===== src/rtl/wutm_pkg.sv =====
`timescale 1ns / 1ps
// ----------------------------------------------------------------------------
// Windowed utilization monitor package
// Shared widths, register indexes, payload structs and the controller states.
// ----------------------------------------------------------------------------
package wutm_pkg;

    localparam int MAX_WINDOW_DEFAULT      = 128;
    localparam int THRESHOLD_COUNT_DEFAULT = 2;

    localparam int TICK_W    = 32;
    localparam int FRAC_W    = 16;
    localparam int PCT_W     = 15;
    localparam int WLEN_W    = 8;
    localparam int ACTION_W  = 6;
    localparam int CFG_W     = 15;
    localparam int CFG_IDX_W = 3;

    // Register indexes on the configuration port.
    localparam logic [CFG_IDX_W-1:0] REG_WINDOW_LENGTH     = 3'd0;
    localparam logic [CFG_IDX_W-1:0] REG_FIRST_LEVEL       = 3'd1;
    localparam logic [CFG_IDX_W-1:0] REG_FIRST_HYSTERESIS  = 3'd2;
    localparam logic [CFG_IDX_W-1:0] REG_SECOND_LEVEL      = 3'd3;
    localparam logic [CFG_IDX_W-1:0] REG_SECOND_HYSTERESIS = 3'd4;
    localparam logic [CFG_IDX_W-1:0] REG_ACTION_BITS       = 3'd5;

    localparam logic [WLEN_W-1:0] WINDOW_LENGTH_RESET = 8'd120;
    localparam logic [PCT_W-1:0]  LEVEL_RESET         = 15'd23040;
    localparam logic [PCT_W-1:0]  LEVEL_MIN           = 15'd15360;
    localparam logic [PCT_W-1:0]  LEVEL_MAX           = 15'd23040;
    localparam logic [FRAC_W-1:0] FRAC_FULL           = 16'hFFFF;

    // Action bit offsets within one threshold's three-bit group.
    localparam int ACT_LOG    = 0;
    localparam int ACT_REBOOT = 1;
    localparam int ACT_ERROR  = 2;

    typedef struct packed {
        logic [TICK_W-1:0] total_ticks;
        logic [TICK_W-1:0] idle_ticks;
    } in_item_t;

    typedef struct packed {
        logic [PCT_W-1:0] average_percent;
        logic             average_valid;
        logic [1:0]       asserted_mask;
        logic [1:0]       assert_events;
        logic [1:0]       deassert_events;
        logic [1:0]       log_events;
        logic             reboot_request;
        logic             health_error;
    } out_item_t;

    typedef enum logic [2:0] {
        ST_IDLE,
        ST_FRAC_SETUP,
        ST_FRAC_DIV,
        ST_UPDATE,
        ST_AVG_SETUP,
        ST_AVG_DIV,
        ST_FINISH
    } state_t;

    function automatic logic [PCT_W-1:0] clamp_level(input logic [PCT_W-1:0] v);
        logic [PCT_W-1:0] r;
        r = v;
        if (v < LEVEL_MIN) r = LEVEL_MIN;
        if (v > LEVEL_MAX) r = LEVEL_MAX;
        return r;
    endfunction

endpackage


===== src/rtl/windowed_utilization_threshold_monitor_top.sv =====
`timescale 1ns / 1ps
// An accepted input beat passes through fraction setup, the fraction divide (skipped
// for zero, inverted or fully busy deltas), the window update, the average setup and divide
// (skipped until the window has filled) and finish, which loads the output register.
// A new input beat is taken only after that load; the shared divider makes one bit per cycle.
// Reset: clears counters, window sum, position, flags and output valid, and loads the register
// defaults; no clearing pass, since the fill flag masks window entries never written.
// ----------------------------------------------------------------------------
// Windowed utilization threshold monitor
// Turns cumulative tick counters into a busy fraction, averages it over a
// circular window and runs two hysteresis thresholds on the average.
// ----------------------------------------------------------------------------
module windowed_utilization_threshold_monitor_top #(
    parameter int MAX_WINDOW      = wutm_pkg::MAX_WINDOW_DEFAULT,
    parameter int THRESHOLD_COUNT = wutm_pkg::THRESHOLD_COUNT_DEFAULT
) (
    input  logic                                  clk,
    input  logic                                  rst_n,
    input  logic                                  in_valid,
    output logic                                  in_stall,
    input  wutm_pkg::in_item_t                    in_data,
    output logic                                  out_valid,
    input  logic                                  out_stall,
    output wutm_pkg::out_item_t                   out_data,
    input  logic                                  cfg_write,
    input  logic [wutm_pkg::CFG_IDX_W-1:0]        cfg_index,
    input  logic [wutm_pkg::CFG_W-1:0]            cfg_data
);

    import wutm_pkg::*;

    // Window geometry. The sum of MAX_WINDOW 16-bit fractions fits in SUM_W bits,
    // and the average dividend (sum times 100) in PROD_W bits.
    localparam int POS_W  = $clog2(MAX_WINDOW);
    localparam int LEN_W  = $clog2(MAX_WINDOW + 1);
    localparam int SUM_W  = FRAC_W + $clog2(MAX_WINDOW);
    localparam int PROD_W = SUM_W + 7;
    localparam int DIV_W  = TICK_W;

    // ------------------------------------------------------------------
    // Configuration registers
    // ------------------------------------------------------------------
    logic [WLEN_W-1:0]        wlen_reg;
    logic [1:0][PCT_W-1:0]    level_reg;
    logic [1:0][PCT_W-1:0]    hyst_reg;
    logic [ACTION_W-1:0]      action_reg;
    logic                     restart;

    assign restart = cfg_write && (cfg_index == REG_WINDOW_LENGTH);

    always_ff @(posedge clk or negedge rst_n)
    begin
        if (!rst_n)
        begin
            wlen_reg   <= WINDOW_LENGTH_RESET;
            level_reg  <= {LEVEL_RESET, LEVEL_RESET};
            hyst_reg   <= '0;
            action_reg <= '0;
        end
        else if (cfg_write)
        begin
            case (cfg_index)
                REG_WINDOW_LENGTH:     wlen_reg     <= cfg_data[WLEN_W-1:0];
                REG_FIRST_LEVEL:       level_reg[0] <= cfg_data[PCT_W-1:0];
                REG_FIRST_HYSTERESIS:  hyst_reg[0]  <= cfg_data[PCT_W-1:0];
                REG_SECOND_LEVEL:      level_reg[1] <= cfg_data[PCT_W-1:0];
                REG_SECOND_HYSTERESIS: hyst_reg[1]  <= cfg_data[PCT_W-1:0];
                REG_ACTION_BITS:       action_reg   <= cfg_data[ACTION_W-1:0];
                default:               ;
            endcase
        end
    end

    // The effective window length is the register clamped to 1..MAX_WINDOW.
    logic [LEN_W-1:0] len_eff;

    always_comb
    begin
        if (wlen_reg == '0)
        begin
            len_eff = LEN_W'(1);
        end
        else if (32'(wlen_reg) > 32'(MAX_WINDOW))
        begin
            len_eff = LEN_W'(MAX_WINDOW);
        end
        else
        begin
            len_eff = LEN_W'(wlen_reg);
        end
    end

    // ------------------------------------------------------------------
    // Controller
    // ------------------------------------------------------------------
    state_t state_reg;
    state_t state_next;
    logic   in_take;
    logic   out_free;
    logic   out_load;
    logic   cnt_done;
    logic   filled_next;

    logic [4:0] cnt_reg;

    // Tick deltas of the item in flight, loaded when its beat is accepted.
    logic [TICK_W-1:0] dt_reg;
    logic [TICK_W-1:0] di_reg;

    assign in_take  = in_valid && !in_stall;
    assign out_free = !out_valid || !out_stall;
    assign cnt_done = (cnt_reg == '0);

    always_ff @(posedge clk or negedge rst_n)
    begin
        if (!rst_n)
        begin
            state_reg <= ST_IDLE;
        end
        else
        begin
            state_reg <= state_next;
        end
    end

    always_comb
    begin
        state_next = state_reg;
        in_stall   = 1'b1;
        out_load   = 1'b0;
        case (state_reg)
            ST_IDLE:
            begin
                in_stall = 1'b0;
                if (in_valid)
                begin
                    state_next = ST_FRAC_SETUP;
                end
            end
            ST_FRAC_SETUP:
            begin
                state_next = ST_UPDATE;
                if ((dt_reg != '0) && (di_reg <= dt_reg) && (di_reg != '0))
                begin
                    state_next = ST_FRAC_DIV;
                end
            end
            ST_FRAC_DIV:
            begin
                if (cnt_done)
                begin
                    state_next = ST_UPDATE;
                end
            end
            ST_UPDATE:
            begin
                state_next = filled_next ? ST_AVG_SETUP : ST_FINISH;
            end
            ST_AVG_SETUP:
            begin
                state_next = ST_AVG_DIV;
            end
            ST_AVG_DIV:
            begin
                if (cnt_done)
                begin
                    state_next = ST_FINISH;
                end
            end
            ST_FINISH:
            begin
                if (out_free)
                begin
                    out_load   = 1'b1;
                    state_next = ST_IDLE;
                end
            end
            default:
            begin
                state_next = ST_IDLE;
            end
        endcase
    end

    // ------------------------------------------------------------------
    // Tick deltas
    // ------------------------------------------------------------------
    logic [TICK_W-1:0] prev_total_reg;
    logic [TICK_W-1:0] prev_idle_reg;

    always_ff @(posedge clk or negedge rst_n)
    begin
        if (!rst_n)
        begin
            prev_total_reg <= '0;
            prev_idle_reg  <= '0;
        end
        else if (in_take)
        begin
            prev_total_reg <= in_data.total_ticks;
            prev_idle_reg  <= in_data.idle_ticks;
        end
    end

    // Deltas wrap modulo 2^32, which plain unsigned subtraction gives.
    always_ff @(posedge clk)
    begin
        if (in_take)
        begin
            dt_reg <= in_data.total_ticks - prev_total_reg;
            di_reg <= in_data.idle_ticks - prev_idle_reg;
        end
    end

    // ------------------------------------------------------------------
    // Shared restoring divider, one quotient bit per cycle
    // ------------------------------------------------------------------
    // The partial remainder stays below the divisor. Each step shifts in the
    // next dividend bit from the dividend shift register and subtracts the
    // divisor when it fits. The fraction divide runs 16 steps with zero bits
    // shifted in; the average divide runs 15 steps over the low dividend bits.
    logic [DIV_W-1:0]  rem_reg;
    logic [DIV_W-1:0]  div_reg;
    logic [FRAC_W-1:0] sh_reg;
    logic [FRAC_W-1:0] quo_reg;
    logic [DIV_W:0]    div_trial;
    logic [DIV_W:0]    div_diff;
    logic              div_ge;
    logic [DIV_W-1:0]  rem_step;
    logic [SUM_W-1:0]  sum_reg;
    logic [PROD_W-1:0] prod;

    assign div_trial = {rem_reg, sh_reg[FRAC_W-1]};
    assign div_diff  = div_trial - {1'b0, div_reg};
    assign div_ge    = (div_trial >= {1'b0, div_reg});
    assign rem_step  = div_ge ? div_diff[DIV_W-1:0] : div_trial[DIV_W-1:0];

    // Window sum times 100 as a shift-and-add: 100 = 64 + 32 + 4.
    assign prod = (PROD_W'(sum_reg) << 6) + (PROD_W'(sum_reg) << 5)
                + (PROD_W'(sum_reg) << 2);

    always_ff @(posedge clk)
    begin
        case (state_reg)
            ST_FRAC_SETUP:
            begin
                // Zero total delta or more idle than total gives an empty
                // fraction; no idle at all saturates, since the quotient
                // would be exactly 65536.
                if ((dt_reg == '0) || (di_reg > dt_reg))
                begin
                    quo_reg <= '0;
                end
                else if (di_reg == '0)
                begin
                    quo_reg <= FRAC_FULL;
                end
                else
                begin
                    rem_reg <= dt_reg - di_reg;
                    div_reg <= dt_reg;
                    sh_reg  <= '0;
                    cnt_reg <= 5'(FRAC_W - 1);
                end
            end
            ST_AVG_SETUP:
            begin
                // The quotient is below 2^15, so the top dividend bits
                // already sit below the divisor L * 256.
                rem_reg <= DIV_W'(prod[PROD_W-1:PCT_W]);
                div_reg <= DIV_W'({len_eff, 8'b0});
                sh_reg  <= {prod[PCT_W-1:0], 1'b0};
                cnt_reg <= 5'(PCT_W - 1);
            end
            ST_FRAC_DIV, ST_AVG_DIV:
            begin
                rem_reg <= rem_step;
                sh_reg  <= {sh_reg[FRAC_W-2:0], 1'b0};
                quo_reg <= {quo_reg[FRAC_W-2:0], div_ge};
                cnt_reg <= cnt_reg - 5'd1;
            end
            default:
            begin
            end
        endcase
    end

    // ------------------------------------------------------------------
    // Fraction window and running sum
    // ------------------------------------------------------------------
    // Writes after a restart go to positions 0, 1, 2 and so on, so an entry
    // has been written exactly when the window has wrapped once; until then
    // the old entry reads as zero.
    logic [POS_W-1:0]  pos_reg;
    logic              filled_reg;
    logic [FRAC_W-1:0] ram_rdata;
    logic [FRAC_W-1:0] old_frac;
    logic [SUM_W-1:0]  sum_next;
    logic [LEN_W-1:0]  pos_ext;
    logic [LEN_W-1:0]  pos_inc;
    logic [POS_W-1:0]  pos_next;
    logic              ram_we;

    assign ram_we   = (state_reg == ST_UPDATE);
    assign old_frac = filled_reg ? ram_rdata : '0;
    assign sum_next = sum_reg - SUM_W'(old_frac) + SUM_W'(quo_reg);
    assign pos_ext  = LEN_W'(pos_reg);
    assign pos_inc  = pos_ext + LEN_W'(1);
    assign pos_next = (pos_inc >= len_eff) ? '0 : POS_W'(pos_inc);
    assign filled_next = filled_reg || (pos_ext == (len_eff - LEN_W'(1)));

    wutm_ram #(
        .WIDTH (FRAC_W),
        .DEPTH (MAX_WINDOW)
    ) u_window_ram (
        .clk   (clk),
        .we    (ram_we),
        .waddr (pos_reg),
        .wdata (quo_reg),
        .raddr (pos_reg),
        .rdata (ram_rdata)
    );

    always_ff @(posedge clk or negedge rst_n)
    begin
        if (!rst_n)
        begin
            sum_reg    <= '0;
            pos_reg    <= '0;
            filled_reg <= 1'b0;
        end
        else if (restart)
        begin
            sum_reg    <= '0;
            pos_reg    <= '0;
            filled_reg <= 1'b0;
        end
        else if (ram_we)
        begin
            sum_reg    <= sum_next;
            pos_reg    <= pos_next;
            filled_reg <= filled_next;
        end
    end

    // ------------------------------------------------------------------
    // Threshold checks with hysteresis
    // ------------------------------------------------------------------
    // Thresholds are visited in order, so a later one can undo the error
    // bit that an earlier one set on the same item.
    logic [PCT_W-1:0] avg;
    logic [1:0]       flags_reg;
    logic             err_reg;
    logic [1:0]       flags_next;
    logic             err_next;
    logic [1:0]       aev;
    logic [1:0]       dev;
    logic [1:0]       lev;
    logic             reboot;

    assign avg = filled_reg ? quo_reg[PCT_W-1:0] : '0;

    always_comb
    begin
        logic [PCT_W-1:0]  lvl;
        logic signed [16:0] low;
        logic [2:0]        act;
        flags_next = flags_reg;
        err_next   = err_reg;
        aev        = '0;
        dev        = '0;
        lev        = '0;
        reboot     = 1'b0;
        for (int i = 0; i < 2; i++)
        begin
            lvl = clamp_level(level_reg[i]);
            low = $signed({2'b0, lvl}) - $signed({2'b0, hyst_reg[i]});
            act = action_reg[3*i +: 3];
            if (filled_reg && (i < THRESHOLD_COUNT))
            begin
                if (!flags_next[i] && (avg >= lvl))
                begin
                    flags_next[i] = 1'b1;
                    aev[i]        = 1'b1;
                    lev[i]        = act[ACT_LOG];
                    if (act[ACT_REBOOT])
                    begin
                        reboot = 1'b1;
                    end
                    if (act[ACT_ERROR])
                    begin
                        err_next = 1'b1;
                    end
                end
                if (flags_next[i] && ($signed({2'b0, avg}) < low))
                begin
                    flags_next[i] = 1'b0;
                    dev[i]        = 1'b1;
                    lev[i]        = act[ACT_LOG];
                    if (act[ACT_ERROR])
                    begin
                        err_next = 1'b0;
                    end
                end
            end
        end
    end

    always_ff @(posedge clk or negedge rst_n)
    begin
        if (!rst_n)
        begin
            flags_reg <= '0;
            err_reg   <= 1'b0;
        end
        else if (out_load)
        begin
            flags_reg <= flags_next;
            err_reg   <= err_next;
        end
    end

    // ------------------------------------------------------------------
    // Output register
    // ------------------------------------------------------------------
    // A finished beat waits here while the block returns to idle and takes
    // the next input beat.
    logic      out_valid_reg;
    out_item_t out_data_reg;

    always_ff @(posedge clk or negedge rst_n)
    begin
        if (!rst_n)
        begin
            out_valid_reg <= 1'b0;
        end
        else if (out_load)
        begin
            out_valid_reg <= 1'b1;
        end
        else if (!out_stall)
        begin
            out_valid_reg <= 1'b0;
        end
    end

    always_ff @(posedge clk)
    begin
        if (out_load)
        begin
            out_data_reg.average_percent <= avg;
            out_data_reg.average_valid   <= filled_reg;
            out_data_reg.asserted_mask   <= flags_next;
            out_data_reg.assert_events   <= aev;
            out_data_reg.deassert_events <= dev;
            out_data_reg.log_events      <= lev;
            out_data_reg.reboot_request  <= reboot;
            out_data_reg.health_error    <= err_next;
        end
    end

    assign out_valid = out_valid_reg;
    assign out_data  = out_data_reg;

endmodule


===== src/rtl/wutm_ram.sv =====
`timescale 1ns / 1ps
// ----------------------------------------------------------------------------
// Generic single-port-write RAM
// One write port and one read port with registered read data.
// ----------------------------------------------------------------------------
module wutm_ram #(
    parameter int WIDTH = 16,
    parameter int DEPTH = 128
) (
    input  logic                     clk,
    input  logic                     we,
    input  logic [$clog2(DEPTH)-1:0] waddr,
    input  logic [WIDTH-1:0]         wdata,
    input  logic [$clog2(DEPTH)-1:0] raddr,
    output logic [WIDTH-1:0]         rdata
);

    logic [WIDTH-1:0] mem [DEPTH];
    logic [WIDTH-1:0] rdata_reg;

    always_ff @(posedge clk)
    begin
        if (we)
        begin
            mem[waddr] <= wdata;
        end
        rdata_reg <= mem[raddr];
    end

    assign rdata = rdata_reg;

endmodule


===== config.mk =====
export PLATFORM = sky130hd
export DESIGN_NAME = windowed_utilization_threshold_monitor_top
export DESIGN_NICKNAME = d
export VERILOG_FILES = /design/src/rtl/wutm_pkg.sv /design/src/rtl/windowed_utilization_threshold_monitor_top.sv /design/src/rtl/wutm_ram.sv
export SDC_FILE = /design/constraint.sdc
export NUM_CORES = 2
export LEC_CHECK = 0
export BUFFER_PORTS_ARGS = -buffer_cell sky130_fd_sc_hd__buf_4
export CAP_MARGIN = 5
export CORE_MARGIN = 4
export CORE_UTILIZATION = 55
export CTS_CLUSTER_SIZE = 30
export DETAILED_ROUTE_END_ITERATION = 8
export MAX_ROUTING_LAYER = met4
export PLACE_DENSITY = 0.76
export RECOVER_POWER = 25
export SYNTH_ARGS = -nofsm -noshare
export SYNTH_HDL_FRONTEND = slang
export SYNTH_SLANG_ARGS = --single-unit

===== constraint.sdc =====
create_clock -name clk -period 14.9 [get_ports clk]
set_input_delay 1.49 -clock clk [delete_from_list [all_inputs] [get_ports clk]]
set_output_delay 1.49 -clock clk [all_outputs]
set_load 0.03 [all_outputs]

Word level (Yosys, flattened, before mapping)
Memories as Yosys holds them, arrays and structs flattened. A register that Yosys moved wholly into a read port is not among the register bits.
Index checks and enable logic that the tools add are counted.

word-level totals
  bits of input ports = 87
  output and inout port bits = 28
  memories = 1
  RAM bits = 2048
  register bits after elaboration = 367
  word-level logic and storage cells = 192

memories
  memory            words  width  read ports  clocked after memory_dff  wr ports  RTL line        RTL
  u_window_ram.mem  128    16     1           1                         1         wutm_ram.sv:18  logic [WIDTH-1:0] mem [DEPTH];

cells by class
  eq/ne operators = 20
  $lt $le $gt $ge = 13
  add/sub/neg operators = 13
  multiplexer cells = 77
  reductions and logical operators = 38

operator list
  kind                    count
  $mux W32                5
  $sub A32 B32 Y32        4
  $pmux W32 S3            1
  $mux W16                5
  $mux W15                5
  $logic_not A32 Y1       2
  $pmux W32 S2            1
  $reduce_bool A32 Y1     2
  $pmux W16 S3            1
  $mux W23                2
  $mux W1                 42
  $ge A33 B32 Y1          1
  $gt A32 B32 Y1          1
  $le A32 B32 Y1          1
  $lt A16 B16 Y1          2
  $pmux W16 S2            1
  $sub A15 B15 Y16        2
  $add A29 B28 Y30        1
  $add A30 B25 Y30        1
  $ge A15 B15 Y1          2
  $gt A15 B15 Y1 const B  2
  $lt A15 B14 Y1 const B  2
  $add A23 B16 Y23        1
  $sub A23 B16 Y23        1
  other kinds (31)        73

Depth between registers and ports, before layout
  depth in word-level cells = 15
  depth in mapped cells = 26
  depth with buffers taken out = 26

Modules after synthesis
Synthesis repeated with hierarchy kept, for this count alone.

second synthesis, totals
  cell total of the unflattened synthesis = 5964
  area total of the unflattened synthesis = 105352.3 um2

by module, submodules not included
  module                                      seq. area each (um2)  cells each  instances  area each (um2)
  wutm_ram                                    61819.3               3086        1          78522.8
  windowed_utilization_threshold_monitor_top  10064.7               2878        1          26829.5

Worst setup path before layout
Ideal clock, no wire load.

  path type = flip-flop to flip-flop
  from = reg dt_reg[0]
  to = reg div_reg[0] (enable)
  clock period less this slack = 5.377 ns
  arrival = 4.907 ns
  setup time = 0.470 ns
  data required time = 14.430 ns
  cell stages (with the launch flop) = 14
  buffers on the path = 0
  slack = 9.523 ns
  cells stage by stage = edfxtp_1 -> inv_1 -> ha_1 -> fa_1 -> nor2b_1 -> o21ai_0 -> a21boi_0 -> o21bai_1 -> a31oi_1 -> o21ai_1 -> o41a_1 -> nor2_1 -> nand2_1 -> o31ai_1

on the way
  word-level cells in the longest chain between the ends = 4
  elaborated cells between the ends (all ways) = 5
  those cells by class = 1 x order compare; 1 x eq/ne; 3 x reduce/logical

RTL lines
  element                                                     RTL line                                           RTL
  start: declaration                                          windowed_utilization_threshold_monitor_top.sv:107  logic [TICK_W-1:0] dt_reg;
  start signal: assignment                                    windowed_utilization_threshold_monitor_top.sv:210  dt_reg <= in_data.total_ticks - prev_total_reg;
  $gt A32 B32 Y1 / $logic_not A32 Y1 (equally long branches)  windowed_utilization_threshold_monitor_top.sv:250  if ((dt_reg == '0) || (di_reg > dt_reg))
  $logic_or A1 B1 Y1 *                                        windowed_utilization_threshold_monitor_top.sv:250
  $ne A2 B2 Y1 (no source line) *                             --
  $reduce_and A3 Y1 (no source line) *                        --
  end signal: assignment                                      windowed_utilization_threshold_monitor_top.sv:261  div_reg <= dt_reg;
  end signal: assignment                                      windowed_utilization_threshold_monitor_top.sv:271  div_reg <= DIV_W'({len_eff, 8'b0});
  end: declaration                                            windowed_utilization_threshold_monitor_top.sv:223  logic [DIV_W-1:0] div_reg;

Mark *: on every way between the ends. The rest lies on a longest branch, timed or not.
A chain may end at the register's enable or synchronous reset.

Worst setup path in the final report
  from = reg quo_reg[4]
  to = reg sum_reg[22]

on the way
  word-level cells in the longest chain between the ends = 3

RTL lines
  element                   RTL line                                           RTL
  start: declaration        windowed_utilization_threshold_monitor_top.sv:225  logic [FRAC_W-1:0] quo_reg;
  start signal: assignment  windowed_utilization_threshold_monitor_top.sv:279  quo_reg <= {quo_reg[FRAC_W-2:0], div_ge};
  $add A23 B16 Y23          windowed_utilization_threshold_monitor_top.sv:306  assign sum_next = sum_reg - SUM_W'(old_frac) + SUM_W'(quo_reg);
  $mux W23                  windowed_utilization_threshold_monitor_top.sv:338  else if (ram_we)
  $mux W23                  windowed_utilization_threshold_monitor_top.sv:332  else if (restart)
  end signal: assignment    windowed_utilization_threshold_monitor_top.sv:340  sum_reg <= sum_next;
  end: declaration          windowed_utilization_threshold_monitor_top.sv:230  logic [SUM_W-1:0] sum_reg;

Every way passes these cells. The select of a mux whose other input is x is not followed.

==> out/qor.yml <==
floorplan:
  rows: 157
  dieArea_um2: 191100
  die_w_um: 437.2
  core_um2: 183100
  io_pins: 115
  fp.dieH_um: 437.2
  start_util: 0.5533
placed_design:
  dpl.hpwl_um: 167000
  place_congestion: 0.9289
  numPortBuffers: 114
  pre_cts_ws_ns: 9.183
  place_area_um2: 105800
clock_tree:
  cts_buffers: 227
  post_cts_buffers: 0
  worstSkewPairLatency_ns: 0.91
  cts_resized: 0
  cts_sinks: 2428
  cts-root-buf: "clkbuf_16"
  htreeDepth: 4
  tritoncts: "built"
  clockBufferDepth: 3
  postCtsHoldBufs: 0
  clk_pin_slew_ns: 0.07
logic_synthesis:
  postSynthCellCount: 6821
  synthFlopType: "edfxtp_1"
  synth_top_area_cell: "edfxtp_1"
  yosysSeqAreaShare: 0.7097
  yosysTopAreaCellShare: 0.6629
  netlist_top_cells_count: "edfxtp_1 (2236), a22oi_1 (593), inv_1 (311)"
  syn_area_um2: 101300
  syn_nets: 7225
  ys_warn_count: 0
  synth_cell_types: 87
  synth_seq_cells: 2428
  synth-edff-count: 2236
  yosysMostFrequentCell: "edfxtp_1"
  syn_avg_cell_area_um2: 14.85
  ys_async_sr_fraction: 0.07249
  synth.area.top_cells: "edfxtp_1 (66%), a22oi_1 (4.4%), dfrtp_1 (4.1%), ha_1 (3.4%), a22o_1 (2.0%)"
final_layout:
  syn2layout_area_growth_pct: 11.72
  largest_register: "u_window_ram.mem"
  multi_input_area_um2: 26730
  largest_reg_flops: 2048
  drive_above_1_share: 0.1070
  fillCellCount: 13030
  final_nets: 7460
  fin_util: 0.6181
  layout.area.seq_um2: 71890
  final_cell_area_um2: 113200
worst_setup_path:
  cp_data_required_time_ns: 15.67
  critical_path_arrival_ns: 7.44
  start_kind: "register"
  worstSetupEndpointType: "register"
  critPathKind: "register to register"
  critPathMaxFanout: 66
grt:
  grt_pass1_vias: 61610
  globalRouteOverflowTotal: 0
  antenna_found_initial: 16
  met2_usage: 0.4404
  grt_max_degree: 110
  use_met3: 0.06700
  grt_pass1_wl_um: 406900
  met1_usage: 0.3894
  top_usage_layer: "met2"
  track_usage: 0.2929
run_status:
  status: "finished with violations"
  violations: "capacitance limit, slew limit"
timing:
  grt_setup_unrepaired: "no"
  fmax_mhz: 149.9
  drv_slew: 1265
  finClkSkew_ns: 0.06127
  min_period_over_period: 0.4477
  setup_slack_ns: 8.229
  setup_viol: 0
  worst_pin_slew_ns: 4.358
  period_minus_slack_ns: 6.671
  hold_viol: 0
  setup_tns_ns: 0
  relSlewSlack: -1.905
routing:
  drt_iter0_drc: 9516
  wl_um: 277400
  wire_per_inst_um: 28.52
  drt-pass1-iter-count: 8
  viasPerCell: 6.595
  drc_errors: 0
  via_count: 64160
  antenna_left: 0
hold_path:
  hold_path_class: "register to register"
power:
  irDropWorstVdd_v: 0.0001774
  p_total_mw: 23.12
  power_density_nw_per_um2: 204.3
  leakage_nw: 38.60
run:
  drv_cap: 21
==> per-stage QoR <==
| stage | std cells | hold WS [ns] |
|---|---|---|
| after floorplan | 6821 | 0.4231 |
| after detailed placement | 9290 | 0.5011 |
| final | 9729 | 0.5124 |
| after global placement | 9290 | 0.4927 |
| after global routing | 9726 | 0.5399 |
| after CTS | 9715 | 0.5154 |
==> kinds of logic (layout without fill, tap and decap cells) <==
group	after synthesis	in the layout	synth area share
and+or+nand+nor	1114	1114	0.05363
buffers and inverters	674	1105	0.02783
muxes	58	58	0.006460
other	0	13	0
adders and majority gates	317	317	0.04227
DFF	2428	2428	0.7097
AOI/OAI and AO/OA	2051	2051	0.1447
xor gates and xnor gates	179	179	0.01548
==> worst max-delay path, cell delays in order (launching register included) <==
cell	delay, ns
edfxtp_1	0.32
clkbuf_1	2.59
inv_1	0.50
fa_1	0.73
inv_1	0.04
ha_1	0.34
o21ai_0	0.15
o21ai_0	0.15
a21o_1	0.25
a31o_2	0.28
a211oi_1	0.35
o21bai_1	0.11
a21oi_1	0.27
o31ai_1	0.12
xnor2_1	0.13
a211oi_1	0.22
==> final cells by class <==
| class | count | share of cell area |
|---|---|---|
| Timing Repair Buffer | 368 | 0.02422 |
| Clock buffer | 284 | 0.05271 |
| Inverter | 312 | 0.01035 |
| Sequential cell | 2428 | 0.6353 |
| Antenna cell | 13 | 0.0002875 |
| Multi-Input combinational cell | 3719 | 0.2362 |
| Clock inverter | 141 | 0.01374 |
| Tap cell | 2464 | 0.02724 |
==> worst paths after layout <==
path	slack [ns]	end	from	cells past startpoint
min	0.51	action_reg[0]	action_reg[0]	1
min in group asynchronous	1.84	hyst_reg[7]	rst_n	1
min reg2reg	0.51	action_reg[0]	action_reg[0]	1
max	8.23	sum_reg[22]	quo_reg[4]	15
max reg2reg	8.23	sum_reg[22]	quo_reg[4]	15
max in group asynchronous	8.56	prev_total_reg[22]	rst_n	3
==> per-layer routing <==
metal / vias to the layer above / part of all wire
li1: 27550 / -
met1: 31780 / 0.37
met2: 4210 / 0.46
met3: 626 / 0.12
met4: 0 / 0.043
met5: - / 0
==> report_power, final <==
group	switching [mW]	internal (mW)	total, mW
logic	5.26	2.66	7.92
registers	0.375	9.04	9.41
clock network	2.56	3.23	5.78
total	8.19	14.9	23.1
==> cell usage in the layout (no fill, tap or decap), types with 70 or more instances in the layout <==
master / count
nand4_1: 99
nor2_1: 301
buf_4: 318
ha_1: 275
a22oi_1: 593
a21o_1: 82
a221oi_1: 217
a31oi_1: 200
clkbuf_16: 227
edfxtp_1: 2236
o21ai_0: 251
inv_1: 311
dfrtp_1: 162
xor2_1: 70
nand3_1: 84
a21oi_1: 209
nand2_1: 305
xnor2_1: 109
clkbuf_1: 89
a22o_1: 226
No activity file was read; power rests on OpenSTA's default activity.
